--- src/rtl/hsvrgb_pkg.sv ---
// Shared types and constants for the HSV to RGB converter pipeline.
package hsvrgb_pkg;

    localparam int HUE_W      = 15;
    localparam int CH_W       = 8;
    localparam int NUM_STAGES = 6;
    localparam int Q60_W      = 10;
    localparam int X_W        = 20;

    // degrees per sector and reciprocal constants for division by constants
    localparam int SECTOR_DEG  = 60;
    localparam int RECIP_15    = 69906;   // ceil(2^20 / 15)
    localparam int RECIP_6     = 683;     // ceil(2^12 / 6)
    localparam int DIV_3825    = 3825;    // 255 * 60 / 4
    localparam int RECIP_3825  = 4386;    // floor(2^24 / 3825)
    localparam int CH_MAX      = 255;

    typedef logic [NUM_STAGES-1:0] stage_vec_t;

    typedef enum logic [2:0] {
        SEC_R_Y = 3'd0,
        SEC_Y_G = 3'd1,
        SEC_G_C = 3'd2,
        SEC_C_B = 3'd3,
        SEC_B_M = 3'd4,
        SEC_M_R = 3'd5
    } sector_t;

endpackage

--- src/rtl/hsvrgb_sector.sv ---
// Stages 1-2: split hue into a sector (0..5) and the remainder within the sector.
module hsvrgb_sector #(
    parameter int HUE_FRAC_BITS = 6
) (
    input  logic                          clk,
    input  hsvrgb_pkg::stage_vec_t        en,
    input  logic [hsvrgb_pkg::HUE_W-1:0]  hue,
    input  logic [hsvrgb_pkg::CH_W-1:0]   saturation,
    input  logic [hsvrgb_pkg::CH_W-1:0]   brightness,
    output logic [HUE_FRAC_BITS+5:0]      rem,
    output hsvrgb_pkg::sector_t           sector,
    output logic [hsvrgb_pkg::CH_W-1:0]   sat_out,
    output logic [hsvrgb_pkg::CH_W-1:0]   val_out
);
    import hsvrgb_pkg::*;

    localparam int REM_W = HUE_FRAC_BITS + 6;

    logic [HUE_W-1:0] deg_in;
    logic [29:0]      q_prod;
    logic [Q60_W-1:0] q60_next;
    logic [HUE_W-1:0] hue_s1_reg;
    logic [Q60_W-1:0] q60_s1_reg;
    logic [CH_W-1:0]  sat_s1_reg;
    logic [CH_W-1:0]  val_s1_reg;

    logic [HUE_W-1:0] deg_s1;
    logic [HUE_W-1:0] deg_diff;
    logic [HUE_W-1:0] frac_mask;
    logic [REM_W-1:0] rem_next;
    logic [19:0]      q6_prod;
    logic [7:0]       q6;
    logic [Q60_W-1:0] sec_wide;
    sector_t          sector_next;

    logic [REM_W-1:0] rem_s2_reg;
    sector_t          sector_s2_reg;
    logic [CH_W-1:0]  sat_s2_reg;
    logic [CH_W-1:0]  val_s2_reg;

    // whole degrees / 60 = (deg / 4) / 15, by reciprocal
    assign deg_in   = hue >> HUE_FRAC_BITS;
    assign q_prod   = 30'(deg_in[HUE_W-1:2]) * 30'(RECIP_15);
    assign q60_next = q_prod[29:20];

    always_ff @(posedge clk)
    begin
        if (en[0])
        begin
            hue_s1_reg <= hue;
            q60_s1_reg <= q60_next;
            sat_s1_reg <= saturation;
            val_s1_reg <= brightness;
        end
    end

    always_comb
    begin
        deg_s1    = hue_s1_reg >> HUE_FRAC_BITS;
        deg_diff  = deg_s1 - HUE_W'(q60_s1_reg) * HUE_W'(SECTOR_DEG);
        frac_mask = (HUE_W'(1) << HUE_FRAC_BITS) - HUE_W'(1);
        rem_next  = (REM_W'(deg_diff[5:0]) << HUE_FRAC_BITS)
                  | REM_W'(hue_s1_reg & frac_mask);
        // sector = (whole sectors) mod 6
        q6_prod     = 20'(q60_s1_reg) * 20'(RECIP_6);
        q6          = q6_prod[19:12];
        sec_wide    = q60_s1_reg - Q60_W'(q6) * Q60_W'(6);
        sector_next = sector_t'(sec_wide[2:0]);
    end

    always_ff @(posedge clk)
    begin
        if (en[1])
        begin
            rem_s2_reg    <= rem_next;
            sector_s2_reg <= sector_next;
            sat_s2_reg    <= sat_s1_reg;
            val_s2_reg    <= val_s1_reg;
        end
    end

    assign rem     = rem_s2_reg;
    assign sector  = sector_s2_reg;
    assign sat_out = sat_s2_reg;
    assign val_out = val_s2_reg;

endmodule

--- src/rtl/hsvrgb_scale.sv ---
// Stages 3-6: form p, q and t, divide by the constant denominators, select channels.
module hsvrgb_scale #(
    parameter int HUE_FRAC_BITS = 6
) (
    input  logic                          clk,
    input  hsvrgb_pkg::stage_vec_t        en,
    input  logic [HUE_FRAC_BITS+5:0]      rem,
    input  hsvrgb_pkg::sector_t           sector,
    input  logic [hsvrgb_pkg::CH_W-1:0]   saturation,
    input  logic [hsvrgb_pkg::CH_W-1:0]   brightness,
    output logic [hsvrgb_pkg::CH_W-1:0]   red,
    output logic [hsvrgb_pkg::CH_W-1:0]   green,
    output logic [hsvrgb_pkg::CH_W-1:0]   blue
);
    import hsvrgb_pkg::*;

    localparam int REM_W        = HUE_FRAC_BITS + 6;
    localparam int RS_W         = REM_W + 8;
    localparam int DEN_W        = HUE_FRAC_BITS + 14;
    localparam int PROD_W       = DEN_W + 8;
    localparam int SECTOR_UNITS = SECTOR_DEG << HUE_FRAC_BITS;
    localparam int DEN          = 255 * SECTOR_UNITS;

    function automatic logic [CH_W-1:0] limit_ch(input logic [8:0] x);
        logic [CH_W-1:0] res;
        res = (x > 9'(CH_MAX)) ? CH_W'(CH_MAX) : x[CH_W-1:0];
        return res;
    endfunction

    // stage 3
    logic [RS_W-1:0]  rs_s3_reg, ts_s3_reg;
    logic [15:0]      pn_s3_reg;
    logic [REM_W-1:0] drem;
    sector_t          sec_s3_reg;
    logic [CH_W-1:0]  sat_s3_reg, val_s3_reg;

    assign drem = REM_W'(SECTOR_UNITS) - rem;

    always_ff @(posedge clk)
    begin
        if (en[2])
        begin
            rs_s3_reg  <= RS_W'(rem) * RS_W'(saturation);
            ts_s3_reg  <= RS_W'(drem) * RS_W'(saturation);
            pn_s3_reg  <= 16'(brightness) * 16'(8'd255 - saturation);
            sec_s3_reg <= sector;
            sat_s3_reg <= saturation;
            val_s3_reg <= brightness;
        end
    end

    // stage 4
    logic [DEN_W-1:0]  qn, tn;
    logic [16:0]       p_sum;
    logic [PROD_W-1:0] qprod_s4_reg, tprod_s4_reg;
    logic [CH_W-1:0]   p_s4_reg;
    sector_t           sec_s4_reg;
    logic [CH_W-1:0]   sat_s4_reg, val_s4_reg;

    assign qn    = DEN_W'(DEN) - DEN_W'(rs_s3_reg);
    assign tn    = DEN_W'(DEN) - DEN_W'(ts_s3_reg);
    // exact x / 255 for x below 65535
    assign p_sum = 17'(pn_s3_reg) + 17'(pn_s3_reg >> 8) + 17'd1;

    always_ff @(posedge clk)
    begin
        if (en[3])
        begin
            qprod_s4_reg <= PROD_W'(val_s3_reg) * PROD_W'(qn);
            tprod_s4_reg <= PROD_W'(val_s3_reg) * PROD_W'(tn);
            p_s4_reg     <= p_sum[15:8];
            sec_s4_reg   <= sec_s3_reg;
            sat_s4_reg   <= sat_s3_reg;
            val_s4_reg   <= val_s3_reg;
        end
    end

    // stage 5: estimate x / 3825, low by at most one
    logic [X_W-1:0]  xq, xt;
    logic [32:0]     qe_prod, te_prod;
    logic [X_W-1:0]  xq_s5_reg, xt_s5_reg;
    logic [CH_W-1:0] qe_s5_reg, te_s5_reg;
    logic [CH_W-1:0] p_s5_reg;
    sector_t         sec_s5_reg;
    logic [CH_W-1:0] sat_s5_reg, val_s5_reg;

    assign xq      = X_W'(qprod_s4_reg >> (HUE_FRAC_BITS + 2));
    assign xt      = X_W'(tprod_s4_reg >> (HUE_FRAC_BITS + 2));
    assign qe_prod = 33'(xq) * 33'(RECIP_3825);
    assign te_prod = 33'(xt) * 33'(RECIP_3825);

    always_ff @(posedge clk)
    begin
        if (en[4])
        begin
            xq_s5_reg  <= xq;
            xt_s5_reg  <= xt;
            qe_s5_reg  <= qe_prod[31:24];
            te_s5_reg  <= te_prod[31:24];
            p_s5_reg   <= p_s4_reg;
            sec_s5_reg <= sec_s4_reg;
            sat_s5_reg <= sat_s4_reg;
            val_s5_reg <= val_s4_reg;
        end
    end

    // stage 6: correct quotient, select by sector
    logic [X_W-1:0]  rq, rt;
    logic [CH_W-1:0] q_ch, t_ch, p_ch, v_ch;
    logic [CH_W-1:0] red_next, green_next, blue_next;
    logic [CH_W-1:0] red_reg, green_reg, blue_reg;

    always_comb
    begin
        rq   = xq_s5_reg - X_W'(qe_s5_reg) * X_W'(DIV_3825);
        rt   = xt_s5_reg - X_W'(te_s5_reg) * X_W'(DIV_3825);
        q_ch = limit_ch(9'(qe_s5_reg) + 9'(rq >= X_W'(DIV_3825)));
        t_ch = limit_ch(9'(te_s5_reg) + 9'(rt >= X_W'(DIV_3825)));
        p_ch = p_s5_reg;
        v_ch = val_s5_reg;
        unique case (sec_s5_reg)
            SEC_R_Y: begin red_next = v_ch; green_next = t_ch; blue_next = p_ch; end
            SEC_Y_G: begin red_next = q_ch; green_next = v_ch; blue_next = p_ch; end
            SEC_G_C: begin red_next = p_ch; green_next = v_ch; blue_next = t_ch; end
            SEC_C_B: begin red_next = p_ch; green_next = q_ch; blue_next = v_ch; end
            SEC_B_M: begin red_next = t_ch; green_next = p_ch; blue_next = v_ch; end
            default: begin red_next = v_ch; green_next = p_ch; blue_next = q_ch; end
        endcase
        // zero saturation is a gray at the value level
        if (sat_s5_reg == '0)
        begin
            red_next   = v_ch;
            green_next = v_ch;
            blue_next  = v_ch;
        end
    end

    always_ff @(posedge clk)
    begin
        if (en[5])
        begin
            red_reg   <= red_next;
            green_reg <= green_next;
            blue_reg  <= blue_next;
        end
    end

    assign red   = red_reg;
    assign green = green_reg;
    assign blue  = blue_reg;

endmodule

--- src/rtl/hsv_to_rgb_converter_core.sv ---
// Top level: six-stage HSV to RGB pipeline with per-stage valid and stall control.
//
//  channel | valid     | ready     | payload
//  --------+-----------+-----------+-------------------------------
//  HSV in  | hsv_valid | hsv_ready | hue, saturation, brightness
//  RGB out | rgb_valid | rgb_ready | red, green, blue
//
// One item per cycle sustained while rgb_ready stays high; rgb_valid rises once an
// accepted item has passed through the six register stages (sector split, products,
// constant-reciprocal division and its correction).
// rst_n clears only the stage valid bits; payload registers are not reset.
// A stage holds while the one after it is full and stalled; empty stages
// still fill, so hsv_ready stays high until every stage holds an item.
module hsv_to_rgb_converter_core #(
    parameter int HUE_FRAC_BITS = 6
) (
    input  logic                         clk,
    input  logic                         rst_n,
    input  logic                         hsv_valid,
    output logic                         hsv_ready,
    input  logic [hsvrgb_pkg::HUE_W-1:0] hue,
    input  logic [hsvrgb_pkg::CH_W-1:0]  saturation,
    input  logic [hsvrgb_pkg::CH_W-1:0]  brightness,
    output logic                         rgb_valid,
    input  logic                         rgb_ready,
    output logic [hsvrgb_pkg::CH_W-1:0]  red,
    output logic [hsvrgb_pkg::CH_W-1:0]  green,
    output logic [hsvrgb_pkg::CH_W-1:0]  blue
);
    import hsvrgb_pkg::*;

    stage_vec_t valid_reg;
    stage_vec_t valid_next;
    stage_vec_t adv;

    logic [HUE_FRAC_BITS+5:0] rem_s2;
    sector_t                  sector_s2;
    logic [CH_W-1:0]          sat_s2;
    logic [CH_W-1:0]          val_s2;

    // a stage loads when it is empty or its contents move on
    always_comb
    begin
        adv[NUM_STAGES-1] = !valid_reg[NUM_STAGES-1] || rgb_ready;
        for (int k = NUM_STAGES - 2; k >= 0; k--)
        begin
            adv[k] = !valid_reg[k] || adv[k+1];
        end
        valid_next = valid_reg;
        if (adv[0])
        begin
            valid_next[0] = hsv_valid;
        end
        for (int k = 1; k < NUM_STAGES; k++)
        begin
            if (adv[k])
            begin
                valid_next[k] = valid_reg[k-1];
            end
        end
    end

    always_ff @(posedge clk or negedge rst_n)
    begin
        if (!rst_n)
        begin
            valid_reg <= '0;
        end
        else
        begin
            valid_reg <= valid_next;
        end
    end

    assign hsv_ready = adv[0];
    assign rgb_valid = valid_reg[NUM_STAGES-1];

    hsvrgb_sector #(
        .HUE_FRAC_BITS (HUE_FRAC_BITS)
    ) u_sector (
        .clk        (clk),
        .en         (adv),
        .hue        (hue),
        .saturation (saturation),
        .brightness (brightness),
        .rem        (rem_s2),
        .sector     (sector_s2),
        .sat_out    (sat_s2),
        .val_out    (val_s2)
    );

    hsvrgb_scale #(
        .HUE_FRAC_BITS (HUE_FRAC_BITS)
    ) u_scale (
        .clk        (clk),
        .en         (adv),
        .rem        (rem_s2),
        .sector     (sector_s2),
        .saturation (sat_s2),
        .brightness (val_s2),
        .red        (red),
        .green      (green),
        .blue       (blue)
    );

endmodule

--- config.mk ---
export PLATFORM = sky130hd
export DESIGN_NAME = hsv_to_rgb_converter_core
export DESIGN_NICKNAME = d
export VERILOG_FILES = /design/src/rtl/hsvrgb_pkg.sv /design/src/rtl/hsvrgb_sector.sv /design/src/rtl/hsvrgb_scale.sv /design/src/rtl/hsv_to_rgb_converter_core.sv
export SDC_FILE = /design/constraint.sdc
export NUM_CORES = 2
export LEC_CHECK = 0
export ABC_CLOCK_PERIOD_IN_PS = 16450
export BUFFER_PORTS_ARGS = -buffer_cell sky130_fd_sc_hd__buf_4
export CORE_MARGIN = 3
export CORE_UTILIZATION = 50
export CTS_BUF_LIST = sky130_fd_sc_hd__clkbuf_8
export DETAILED_ROUTE_END_ITERATION = 7
export PLACE_DENSITY = 0.66
export SYNTH_ARGS = -nofsm -noshare
export SYNTH_HDL_FRONTEND = slang
export SYNTH_SLANG_ARGS = --single-unit
--- constraint.sdc ---
create_clock -name clk -period 16.45 [get_ports clk]
set_clock_uncertainty 0.2 [all_clocks]
set_input_delay 2.4675 -clock clk [delete_from_list [all_inputs] [get_ports clk]]
set_output_delay 2.4675 -clock clk [all_outputs]
set_load 0.02 [all_outputs]
==> results.cfg <==
[global_routing]
grt-ovfl-total = 0
number_of_global_route_vias_before_repair = 26900
grt_use_total_pct = 19.3
grt_antenna_before_repair = 0
pin_count_of_the_biggest_net_entering_global_routing = 79
grt_first_pass_wirelength_um = 132000

[yosys]
syn_inst = 3869
synth_flop_cell = sky130_fd_sc_hd__edfxtp_1
synthesis.nets = 4952
synth_cell_type_count = 90
yosysWarnings = 0
synth-edff-count = 311
postSynthRegisterBits = 317
syn-cell-area_um2 = 39400
post_synthesis_mean_instance_area_um2 = 10.2
synth-seq-area-share_pct = 24.1
fraction_of_registers_with_async_set_reset_pct = 1.89

[die]
initial_core_util_pct = 50.7
num_rows = 102
die_area_um2 = 82100
die-height_um = 287
die_w_um = 287
design.portCount = 61
fp.coreArea_um2 = 77700

[drt]
drt_first_iter_violations = 1196
postRouteWirelength_um = 75300
via_per_inst = 5.11
final_antenna_net_count = 0
post_drt_wl_per_cell_um = 15.0
remaining_drc_errors = 0
drt-pass1-iter-count = 5
num_vias = 25600

[final_layout]
num-nets-final = 5011
final_layout_size_suffix_gt1_share_pct = 5.64
area_delta_synth_final_pct = 7.23
final_core_util_pct = 54.3
antenna_cells = 0
multi_input_area_um2 = 26500
layout.area.seq_um2 = 9490
fillCellCount = 6902

[sta]
tns_ps = 0
report.final.slew_viol_count = 0
min_period_ps = 7450
timing_worst_slew_pin_value_ps = 1000
period_utilization_post_route_pct = 45.3
timing_hold_violations_final = 0
worst_slew_margin_rel_pct = 33.4
max_freq_mhz = 134
timing.final.setup_violations = 0
final.setup.worst_slack_ps = 9000
grt_setup_unrepaired = false

[place]
numPortBuffers = 60
place_congestion = 0.858
hpwl_um = 59500
pre_cts_slack_ps = 8970

[clock_tree]
ctsResizeCount = 0
h-tree-depth = 2
tritoncts = built
cts_made_buffers = 55
postCtsSetupRepairBufs = 0
ctsHoldBuffers = 0
clock_latency_ps = 660
max-clock-path-buffers = 3
path_clk_slew_ps = 70
root_buffer = sky130_fd_sc_hd__clkbuf_8
numClockSinks = 317

[worst_setup_path]
worst-setup-path-type = reg -> reg
critPathSlowestCell = sky130_fd_sc_hd__nor3b_1
required_time_at_the_endpoint_of_the_critical_path_ps = 16650
critical_path.most_common_cell = sky130_fd_sc_hd__inv_1
critPathCaptureType = flip-flop
cp.arrival_ps = 7650
worst-path-max-fanout = 7
cp-start-kind = flip-flop
cp_slowest_stage_delay_ps = 590

[run_status]
status = complete, no violations

[job]
max_cap_violations = 0

[worst_hold_path]
min_path_type = reg -> reg
==> placed cells by master (no fill, tap or decap), types with 8 or more instances in the layout <==
cell,instances
sky130_fd_sc_hd__a211oi_1,13
sky130_fd_sc_hd__a21o_1,46
sky130_fd_sc_hd__a21oi_1,101
sky130_fd_sc_hd__a31oi_1,12
sky130_fd_sc_hd__and2_1,218
sky130_fd_sc_hd__and3_1,17
sky130_fd_sc_hd__buf_4,86
sky130_fd_sc_hd__clkbuf_8,58
sky130_fd_sc_hd__clkinv_1,9
sky130_fd_sc_hd__edfxtp_1,311
sky130_fd_sc_hd__fa_1,505
sky130_fd_sc_hd__ha_1,543
sky130_fd_sc_hd__inv_1,825
sky130_fd_sc_hd__mux2_2,10
sky130_fd_sc_hd__mux2i_1,17
sky130_fd_sc_hd__nand2_1,398
sky130_fd_sc_hd__nand2b_1,43
sky130_fd_sc_hd__nand3_1,43
sky130_fd_sc_hd__nand4_1,12
sky130_fd_sc_hd__nor2_1,128
sky130_fd_sc_hd__nor2b_1,49
sky130_fd_sc_hd__nor3_1,40
sky130_fd_sc_hd__nor4_1,8
sky130_fd_sc_hd__o2111ai_1,8
sky130_fd_sc_hd__o211ai_1,15
sky130_fd_sc_hd__o21a_1,33
sky130_fd_sc_hd__o21ai_0,70
sky130_fd_sc_hd__o21ai_1,8
sky130_fd_sc_hd__o21bai_1,9
sky130_fd_sc_hd__o221ai_1,8
sky130_fd_sc_hd__o22ai_1,8
sky130_fd_sc_hd__xnor2_1,126
sky130_fd_sc_hd__xor2_1,54
==> final timing paths <==
kind,from,endpoint,slack [ps],depth (start not counted)
min in group asynchronous,rst_n,valid_reg[1],1400,1
max,u_scale.qe_s5_reg[0],u_scale.red[7],9000,27
min,u_scale.sat_s3_reg[7],u_scale.sat_s4_reg[7],210,0
max reg2reg,u_scale.qe_s5_reg[0],u_scale.red[7],9000,27
max in group asynchronous,rst_n,valid_reg[4],14510,1
min reg2reg,u_scale.sat_s3_reg[7],u_scale.sat_s4_reg[7],210,0
==> layout make-up <==
| cell class | instances | area share [%] |
|---|---|---|
| clock inverters | 44 | 0.928 |
| clock buffers | 58 | 1.89 |
| flip-flops and latches | 317 | 22.5 |
| inverters | 810 | 7.20 |
| multi-input cells | 2658 | 62.9 |
| repair buffers | 86 | 1.53 |
| well taps | 1040 | 3.08 |
==> synth_stat cells (all sizes together), types with 15 or more instances <==
library cell	instances	area, um^2
and2	218	1360
nand2b	43	269
nand3	45	225
and3	18	118
edfxtp	311	9340
inv	809	3040
a21oi	102	514
mux2i	17	170
xnor2	128	1150
fa	505	10100
o21ai	83	434
xor2	60	582
nand2	400	1500
a21o	46	345
ha	543	6790
nor3	45	250
nor2	129	487
o21a	33	248
o211ai	15	113
clkbuf	81	305
nor2b	49	307
==> stage by stage <==
step	std cells	hold WS [ps]	instance area, um^2
4_1_cts	5013	212	42200
3_5_place_dp	4911	205	41000
6_report	5013	210	42200
5_1_grt	5013	215	42200
3_3_place_gp	4911	201	41000
2_1_floorplan	3869	200	39400
==> cells by family (layout without fill, tap and decap cells) <==
family / after synthesis / count (layout) / share of synthesized area, %
adders and majority gates: 1048 / 1048 / 42.9
and+or+nand+nor: 995 / 995 / 12.4
buffers and inverters: 894 / 998 / 8.53
AOI/OAI and AO/OA: 400 / 400 / 6.94
DFF: 317 / 317 / 24.1
xor gates and xnor gates: 188 / 188 / 4.39
muxes: 27 / 27 / 0.718
==> per-layer routing <==
layer | track usage [%] | up-vias | share of wire [%]
li1 | - | 12600 | -
met1 | 26.5 | 12600 | 47
met2 | 33.2 | 383 | 48
met3 | 2.26 | 94 | 3.4
met4 | 3.88 | 0 | 1.7
met5 | 0 | - | 0
==> critical path, delay by kind of cell, from the launching register on <==
kind                       cells  cell delay (ps)
DFF                            1              580
AOI/OAI and AO/OA              8             1510
adders and majority gates      7             2890
buffers and inverters          5              400
muxes                          2              450
and+or+nand+nor                5             1200
Power is not shown: default switching activity piles up to over one toggle a cycle in this logic, so the estimate is an artifact.
